## config.mk

```make
export PLATFORM = sky130hd
export DESIGN_NAME = panel_lamp_brightness_framer
export DESIGN_NICKNAME = d
export VERILOG_FILES = /design/src/rtl/core/plbf_pkg.sv /design/src/rtl/core/plbf_cell.sv /design/src/rtl/core/panel_lamp_brightness_framer.sv
export SDC_FILE = /design/constraint.sdc
export NUM_CORES = 1
export LEC_CHECK = 0
export ABC_AREA = 0
export BUFFER_PORTS_ARGS = -buffer_cell sky130_fd_sc_hd__buf_2
export CAP_MARGIN = 25
export CORE_MARGIN = 5
export CORE_UTILIZATION = 55
export DETAILED_ROUTE_END_ITERATION = 12
export PLACE_DENSITY_LB_ADDON = 0.12
export REMOVE_ABC_BUFFERS = 1
export SLEW_MARGIN = 20
export SYNTH_ARGS = -nofsm -noshare
export SYNTH_HDL_FRONTEND = slang
export SYNTH_SLANG_ARGS = --single-unit
export TNS_END_PERCENT = 100
```

## constraint.sdc

```tcl
create_clock -name i_clk -period 7.7 [get_ports i_clk]
set_input_delay 0.385 -clock i_clk [delete_from_list [all_inputs] [get_ports i_clk]]
set_output_delay 0.385 -clock i_clk [all_outputs]
set_load 0.01 [all_outputs]
```

## src/rtl/core/plbf_pkg.sv

```systemverilog
// shared types and constants for the panel lamp brightness framer
package plbf_pkg;

    localparam int unsigned ACC_W       = 16;
    localparam int unsigned WORD_W      = 16;
    localparam int unsigned IDX_W       = 6;
    localparam int unsigned PAIRS       = 8;
    localparam int unsigned CELLS       = 3 * PAIRS;
    localparam int unsigned LAMP_BITS   = 2 * CELLS;

    localparam logic [ACC_W-1:0]  LAMP_HIGH_INC = 16'h0400;
    localparam logic [ACC_W-1:0]  LAMP_LOW_INC  = 16'h0004;
    localparam logic [WORD_W-1:0] FULL_HIGH     = 16'h6400;
    localparam logic [WORD_W-1:0] FULL_LOW      = 16'd100;
    localparam logic [15:0]       INT_IO_MASK   = 16'h000c;
    localparam logic [15:0]       INT_TASK_MASK = 16'h0001;

    // frame word positions
    localparam logic [IDX_W-1:0] W_PC        = 6'd0;
    localparam logic [IDX_W-1:0] W_DATA      = 6'd1;
    localparam logic [IDX_W-1:0] W_SWITCH    = 6'd2;
    localparam logic [IDX_W-1:0] W_STATUS    = 6'd3;
    localparam logic [IDX_W-1:0] W_POWER     = 6'd4;
    localparam logic [IDX_W-1:0] W_ADDR_LO   = 6'd5;
    localparam logic [IDX_W-1:0] W_DATA_HI   = 6'd20;
    localparam logic [IDX_W-1:0] W_SW_LO     = 6'd21;
    localparam logic [IDX_W-1:0] W_SW_HI     = 6'd28;
    localparam logic [IDX_W-1:0] W_STAT_LO   = 6'd29;
    localparam logic [IDX_W-1:0] W_STAT_HI   = 6'd36;
    localparam logic [IDX_W-1:0] W_PWR_LAMP  = 6'd37;
    localparam logic [IDX_W-1:0] W_RUN_LAMP  = 6'd38;
    localparam logic [IDX_W-1:0] W_LAST      = 6'd44;

    typedef struct packed {
        logic add_en;
        logic shift_en;
    } t_cell_ctl;

    typedef enum logic [1:0] {
        S_IDLE = 2'b01,
        S_EMIT = 2'b10
    } t_state;

endpackage

```

## src/rtl/core/plbf_cell.sv

```systemverilog
// one lamp pair accumulator cell of the readout chain
module plbf_cell
    import plbf_pkg::*;
(
    input  logic             i_clk,
    input  logic             i_rst_n,
    input  t_cell_ctl        i_ctl,
    input  logic             i_hi,
    input  logic             i_lo,
    input  logic [ACC_W-1:0] i_next,
    output logic [ACC_W-1:0] o_acc
);

    logic [ACC_W-1:0] r_acc;
    logic [ACC_W-1:0] n_acc;

    always_comb begin
        n_acc = r_acc;
        if (i_ctl.shift_en) begin
            n_acc = i_next;
        end else if (i_ctl.add_en) begin
            n_acc = r_acc + (i_hi ? LAMP_HIGH_INC : '0) + (i_lo ? LAMP_LOW_INC : '0);
        end
    end

    always_ff @(posedge i_clk) begin
        if (!i_rst_n) begin
            r_acc <= '0;
        end else begin
            r_acc <= n_acc;
        end
    end

    assign o_acc = r_acc;

endmodule

```

## src/rtl/core/panel_lamp_brightness_framer.sv

```systemverilog
// top level: lamp accumulator chain, tick counter and frame sequencer
//
// Input channel (i_in_valid / o_in_stall) takes one sample tick of machine
// state per word. Every tick adds its lamp pair on-times into a row of 24
// accumulator cells (address, data, status). A tick that is not a frame tick
// is accepted without a stall and gives no output.
// Every FRAME_TICKS-th tick starts a 45 word frame on the output channel
// (o_out_valid / i_out_stall): the first word is shown the cycle after the
// tick is taken, then one word per cycle while not stalled; o_last_word marks
// word 44. The accumulators leave through the head of the cell chain, one
// cell per emitted brightness word, and zeros enter at the tail, so the chain
// is clear when the frame ends.
// A frame tick therefore occupies the block until its last word is taken;
// o_in_stall is high for the whole frame.
// A stall on the output holds the current word and freezes the chain.
// Reset (synchronous, active low) clears the tick count and all cells and
// drops any frame in progress.
module panel_lamp_brightness_framer
    import plbf_pkg::*;
#(
    parameter int unsigned FRAME_TICKS = 25
) (
    input  logic              i_clk,
    input  logic              i_rst_n,
    input  logic              i_in_valid,
    output logic              o_in_stall,
    input  logic [15:0]       i_program_counter,
    input  logic [15:0]       i_data_word,
    input  logic [15:0]       i_switch_word,
    input  logic [3:0]        i_condition_codes,
    input  logic              i_privileged_mode,
    input  logic              i_pipeline_mode,
    input  logic              i_virtual_mode,
    input  logic [15:0]       i_active_interrupts,
    input  logic [4:0]        i_extended_address,
    input  logic              i_power_on,
    input  logic              i_run_light,
    output logic              o_out_valid,
    input  logic              i_out_stall,
    output logic [IDX_W-1:0]  o_word_index,
    output logic [WORD_W-1:0] o_word_value,
    output logic              o_last_word
);

    localparam int unsigned TICK_W = $clog2(FRAME_TICKS + 1);

    t_state                         r_state;
    t_state                         n_state;
    logic [TICK_W-1:0]              r_tick;
    logic [TICK_W-1:0]              n_tick;
    logic [TICK_W-1:0]              w_tick_inc;
    logic [IDX_W-1:0]               r_idx;
    logic [IDX_W-1:0]               n_idx;
    logic [15:0]                    r_pc;
    logic [15:0]                    r_data;
    logic [15:0]                    r_sw;
    logic [15:0]                    r_status;
    logic                           r_pwr;
    logic                           r_run;
    logic [15:0]                    w_status;
    logic [LAMP_BITS-1:0]           w_lamp_bits;
    logic                           w_in_acc;
    logic                           w_out_acc;
    logic                           w_chain_word;
    logic [2:0]                     w_sw_pair;
    logic [15:0]                    w_sw_shift;
    t_cell_ctl                      w_ctl;
    logic [CELLS-1:0][ACC_W-1:0]    w_acc;

    assign w_in_acc  = i_in_valid && !o_in_stall;
    assign w_out_acc = o_out_valid && !i_out_stall;

    assign w_status = {i_condition_codes, 1'b0, i_privileged_mode, i_pipeline_mode,
                       i_virtual_mode, |(i_active_interrupts & INT_IO_MASK),
                       |(i_active_interrupts & INT_TASK_MASK), 1'b0, i_extended_address};

    assign w_lamp_bits = {i_program_counter, i_data_word, w_status};

    // brightness words that come out of the chain head
    assign w_chain_word = ((r_idx >= W_ADDR_LO) && (r_idx <= W_DATA_HI)) ||
                          ((r_idx >= W_STAT_LO) && (r_idx <= W_STAT_HI));

    assign w_ctl.add_en   = w_in_acc;
    assign w_ctl.shift_en = w_out_acc && w_chain_word;

    for (genvar k = 0; k < CELLS; k++) begin : g_cell
        logic [ACC_W-1:0] w_next;
        if (k == CELLS - 1) begin : g_tail
            assign w_next = '0;
        end else begin : g_link
            assign w_next = w_acc[k+1];
        end
        plbf_cell u_cell (
            .i_clk   (i_clk),
            .i_rst_n (i_rst_n),
            .i_ctl   (w_ctl),
            .i_hi    (w_lamp_bits[LAMP_BITS-1-2*k]),
            .i_lo    (w_lamp_bits[LAMP_BITS-2-2*k]),
            .i_next  (w_next),
            .o_acc   (w_acc[k])
        );
    end

    assign w_tick_inc = r_tick + 1'b1;

    always_comb begin
        n_state = r_state;
        n_tick  = r_tick;
        n_idx   = r_idx;
        unique case (r_state)
            S_IDLE: begin
                if (w_in_acc) begin
                    if (w_tick_inc == TICK_W'(FRAME_TICKS)) begin
                        n_tick  = '0;
                        n_idx   = '0;
                        n_state = S_EMIT;
                    end else begin
                        n_tick = w_tick_inc;
                    end
                end
            end
            S_EMIT: begin
                if (w_out_acc) begin
                    n_idx = r_idx + 1'b1;
                    if (r_idx == W_LAST) begin
                        n_state = S_IDLE;
                    end
                end
            end
            default: begin
                n_state = S_IDLE;
            end
        endcase
    end

    always_ff @(posedge i_clk) begin
        if (!i_rst_n) begin
            r_state <= S_IDLE;
            r_tick  <= '0;
            r_idx   <= '0;
        end else begin
            r_state <= n_state;
            r_tick  <= n_tick;
            r_idx   <= n_idx;
        end
    end

    // frame snapshot of the tick's raw words
    always_ff @(posedge i_clk) begin
        if (w_in_acc) begin
            r_pc     <= i_program_counter;
            r_data   <= i_data_word;
            r_sw     <= i_switch_word;
            r_status <= w_status;
            r_pwr    <= i_power_on;
            r_run    <= i_run_light;
        end
    end

    assign w_sw_pair  = 3'(r_idx - W_SW_LO);
    assign w_sw_shift = r_sw << {w_sw_pair, 1'b0};

    always_comb begin
        case (r_idx) inside
            W_PC:                  o_word_value = r_pc;
            W_DATA:                o_word_value = r_data;
            W_SWITCH:              o_word_value = r_sw;
            W_STATUS:              o_word_value = r_status;
            W_POWER:               o_word_value = {r_pwr, 2'b00, r_run, 12'h000};
            [W_ADDR_LO:W_DATA_HI]: o_word_value = w_acc[0];
            [W_SW_LO:W_SW_HI]:     o_word_value = (w_sw_shift[15] ? FULL_HIGH : '0) |
                                                  (w_sw_shift[14] ? FULL_LOW : '0);
            [W_STAT_LO:W_STAT_HI]: o_word_value = w_acc[0];
            W_PWR_LAMP:            o_word_value = r_pwr ? FULL_HIGH : '0;
            W_RUN_LAMP:            o_word_value = r_run ? FULL_LOW : '0;
            default:               o_word_value = '0;
        endcase
    end

    assign o_in_stall   = (r_state != S_IDLE);
    assign o_out_valid  = (r_state == S_EMIT);
    assign o_word_index = r_idx;
    assign o_last_word  = (r_idx == W_LAST);

    a_frame_starts_at_zero: assert property (@(posedge i_clk) disable iff (!i_rst_n)
        $rose(o_out_valid) |-> (o_word_index == W_PC))
        else $error("frame did not start at word 0");

    a_last_ends_frame: assert property (@(posedge i_clk) disable iff (!i_rst_n)
        (w_out_acc && o_last_word) |=> (!o_out_valid && !o_in_stall))
        else $error("frame did not end after last word");

    a_chain_cleared: assert property (@(posedge i_clk) disable iff (!i_rst_n)
        (w_out_acc && o_last_word) |=> (w_acc == '0))
        else $error("accumulator chain not cleared after frame");

    a_tick_in_range: assert property (@(posedge i_clk) disable iff (!i_rst_n)
        r_tick < TICK_W'(FRAME_TICKS))
        else $error("tick count out of range");

endmodule
```

==> metrics.txt <==
remaining global-route overflow=0; initial antenna violation count=2; clock sinks=around 410; Worst Path Required=7320 ps; I/O pin count=107; Final period util=56.37%; Worst Path Arrival=a little under 4000 ps; Post-CTS Resized=0; Port Buf Inserts=93; Slew Viols, Final=0; final setup violation count=0; root buffer cell=clkbuf_16; vias=19600; PwrDens=195.2 nW/µm²; Worst-Margin Slew=approximately 1200 ps; Finished Layout Cells=approximately 3100; TritonCTS clock tree=built; main flop type after synthesis=dfxtp_1; Register-to-Register Path Depth=10; std cell rows=72; post-route cell area=~24000 µm²; status=finished, final reports clean; Placed Cells incl. Taps=2999; max-cap viol count=0; CTS H-tree lvls=2; Hold/Removal Path Class=in -> reg; Die Y=208.3 µm; fmax=between 200 and 250 MHz; Wirelength per Cell=between 15 and 20 µm; largest net degree at the start of global routing=190; Final GP Congestion=approximately 0.93; P_leak=a little under 9 nW; DIE AREA=around 43000 µm²; CTS max path bufs=3; Worst setup EP type=output port; pre-CTS setup slack=3492 ps; most area-consuming cells after synthesis=dfxtp_1 32%, edfxtp_1 8.9%, a21oi_1 6.2%; synthesized flop and latch total=between 400 and 500; Core ar.=38740 µm²; CTS Hold Bufs=20; Detailed Routing Iterations Pass 1=6; Synth area leader=dfxtp_1; Post-Syn Area per Cell=approximately 8.5 µm²; Synth Cell Area=around 22000 µm²; DR vias/cell=approximately 6.3; Slew HR=a little over a fifth; die width=between 200 and 250 µm; min Tclk post-route=roughly 4300 ps; FF+latch area=8909 µm²; multi-input logic area=about 12000 µm²; number of library cell types mapped by synthesis=65; Layout Nets=2708; crit path launch type=register; clock-pin slew on the worst setup and hold paths=60 ps; Ys Warns=0; Iteration-0 DRC Markers=roughly 1800; Area after DPL=22150 µm²; RSZ-0062 raised after global routing=false; final worst slack=roughly 3400 ps; hold path depth=1; number of global-route vias before repair=18450; maximum net fanout on the critical path=14; Antenna Nets Post-Route=0; Syn-to-layout area delta=9.961%; Worst-Skew Late Latency=slightly below 600 ps; crit path kind=reg -> out; Antenna Cells=0; hpwl dp=between 40000 and 50000 µm; first-pass GRT wire length=98100 µm; fraction of registers with async set or reset after synthesis=0%; Post-CTS Setup Bufs=0; sequential share of the synthesized area=41.21%; final wirelength=61670 µm; Filler Cells Inserted=around 3400; Tot Pwr=approximately 0.0046 W; Layout Skew=a little over 20 ps; drc violations=0; Max VDD drop=~0.00017 V; cells after synthesis=roughly 2500; top-area cell type share of the netlist area=32.32%; final hold viol count=0; fraction of layout cells with a size suffix above 1=8.349%; number of synthesized flops with an enable pin=between 60 and 70; cts bufs inserted=46; GRT Overall Usage=a little over a quarter; Initial Utilization=55.80%
-- synthesized netlist by cell type, types with 4 or more instances --
library cell,instances
buf_6,5
and4_1,19
nand3_1,119
or3_1,25
and3_1,87
buf_4,10
nor3_1,27
edfxtp_1,64
inv_1,21
a21oi_1,268
buf_2,65
a41o_1,4
or2_2,5
mux2_2,13
and2_1,24
nor3b_1,8
a41oi_1,17
o221ai_1,6
dfxtp_1,349
a31oi_1,18
o21ai_0,91
o31ai_1,10
ha_1,76
o21a_1,9
o21bai_1,4
clkbuf_1,70
a221oi_1,23
nand4_1,81
nand2b_1,7
mux4_2,4
xor2_1,110
buf_1,17
xnor2_1,75
o211ai_1,5
nand2_1,246
a22oi_1,96
nor2_1,287
nor2b_1,10
a22o_1,4
or3b_2,10
a311oi_1,7
a211oi_1,108
-- per-layer routing --
layer	track usage (%)	vias to the layer above	wire (µm)
met5	0	-	21
met4	8.313	4	1860
met3	4.218	113	4347
met2	42.70	688	27770
met1	38.82	9479	27670
li1	-	9315	-
-- flip-flops by register name (all words and copies together), names as in the netlist --
signal               cells
r_run                    1
r_pwr                    1
r_data                  16
o_word_index             6
r_status                14
g_cell.u_cell.o_acc    336
r_state                  2
r_tick                   5
r_sw                    16
r_pc                    16
-- placed cells by master, fill, tap and decap left out, types with 9 or more instances in the layout --
cell type      instances
o21ai_0               91
a41oi_1               17
a22oi_1               96
clkbuf_16             47
or3b_2                10
mux2_2                13
nor2b_1               10
and3_1                87
dfxtp_1              349
xnor2_1               75
clkbuf_1              19
a21oi_1              268
xor2_1               110
a221oi_1              23
buf_2                 93
o21a_1                 9
or3_1                 25
nand2_1              246
and2_1                24
edfxtp_1              64
nand4_1               81
buf_4                 13
and4_1                19
dlygate4sd3_1         20
o31ai_1               10
nor2_1               287
inv_1                 20
a211oi_1             108
nor3_1                27
ha_1                  76
nand3_1              119
a31oi_1               18
-- kinds of logic (layout without fill, tap and decap cells) --
kind of cell    after synthesis  count (layout)  share of synthesized area, %
xor+xnor                    185             185                         7.495
flops                       413             413                         41.21
compound gates              692             692                         20.30
simple gates                967             967                         21.49
fa+ha+maj                    76              76                         4.399
mux                          17              17                         1.094
buf+inv                     189             237                         4.005
-- power by group --
| part | internal [W] | switching [W] |
|---|---|---|
| Clock | 0.00118 | 0.000888 |
| Sequential | 0.00224 | 0.0000500 |
| Combinational | 0.0000998 | 0.000176 |
-- worst max-delay path, cell delays in order, from the launching register on --
cell and delay, ps:
dfxtp_1 470, inv_1 210, ha_1 500, nor2b_1 180, o21ai_1 320, and4bb_2 340, and2_1 450, a221oi_1 170
o31ai_1 510, buf_2 230
-- path summary, 6_finish.rpt --
path                              start                          end  slack (ps)
setup / recovery        o_word_index[0]             o_word_value[12]        3360
hold / removal    i_program_counter[10]                     r_pc[10]          20
setup reg to reg        o_word_index[0]  g_cell[21].u_cell.o_acc[15]        3440
hold reg to reg               r_tick[4]                    r_tick[4]         470
-- area by class of cell --
| type | count | area share (%) |
|---|---|---|
| Clock inverter | 13 | 0.2737 |
| Tap cell | 518 | 2.727 |
| Clock buffer | 72 | 5.595 |
| Sequential cell | 413 | 37.48 |
| Timing Repair Buffer | 130 | 3.611 |
| Multi-Input combinational cell | 1937 | 49.91 |
| Inverter | 22 | 0.4106 |
-- through the flow --
stage | TNS (ps) | utilization [%] | hold WS, ps
floorplan | -617800 | - | 444.4
global placement | 0 | 57.10 | 453.4
detailed placement | 0 | 57.17 | 461.8
CTS | 0 | 61.29 | 2.508
global route | 0 | 61.36 | 10.52
finish | 0 | 61.36 | 23.35
Note: power is estimated with default switching activity, not from simulation.
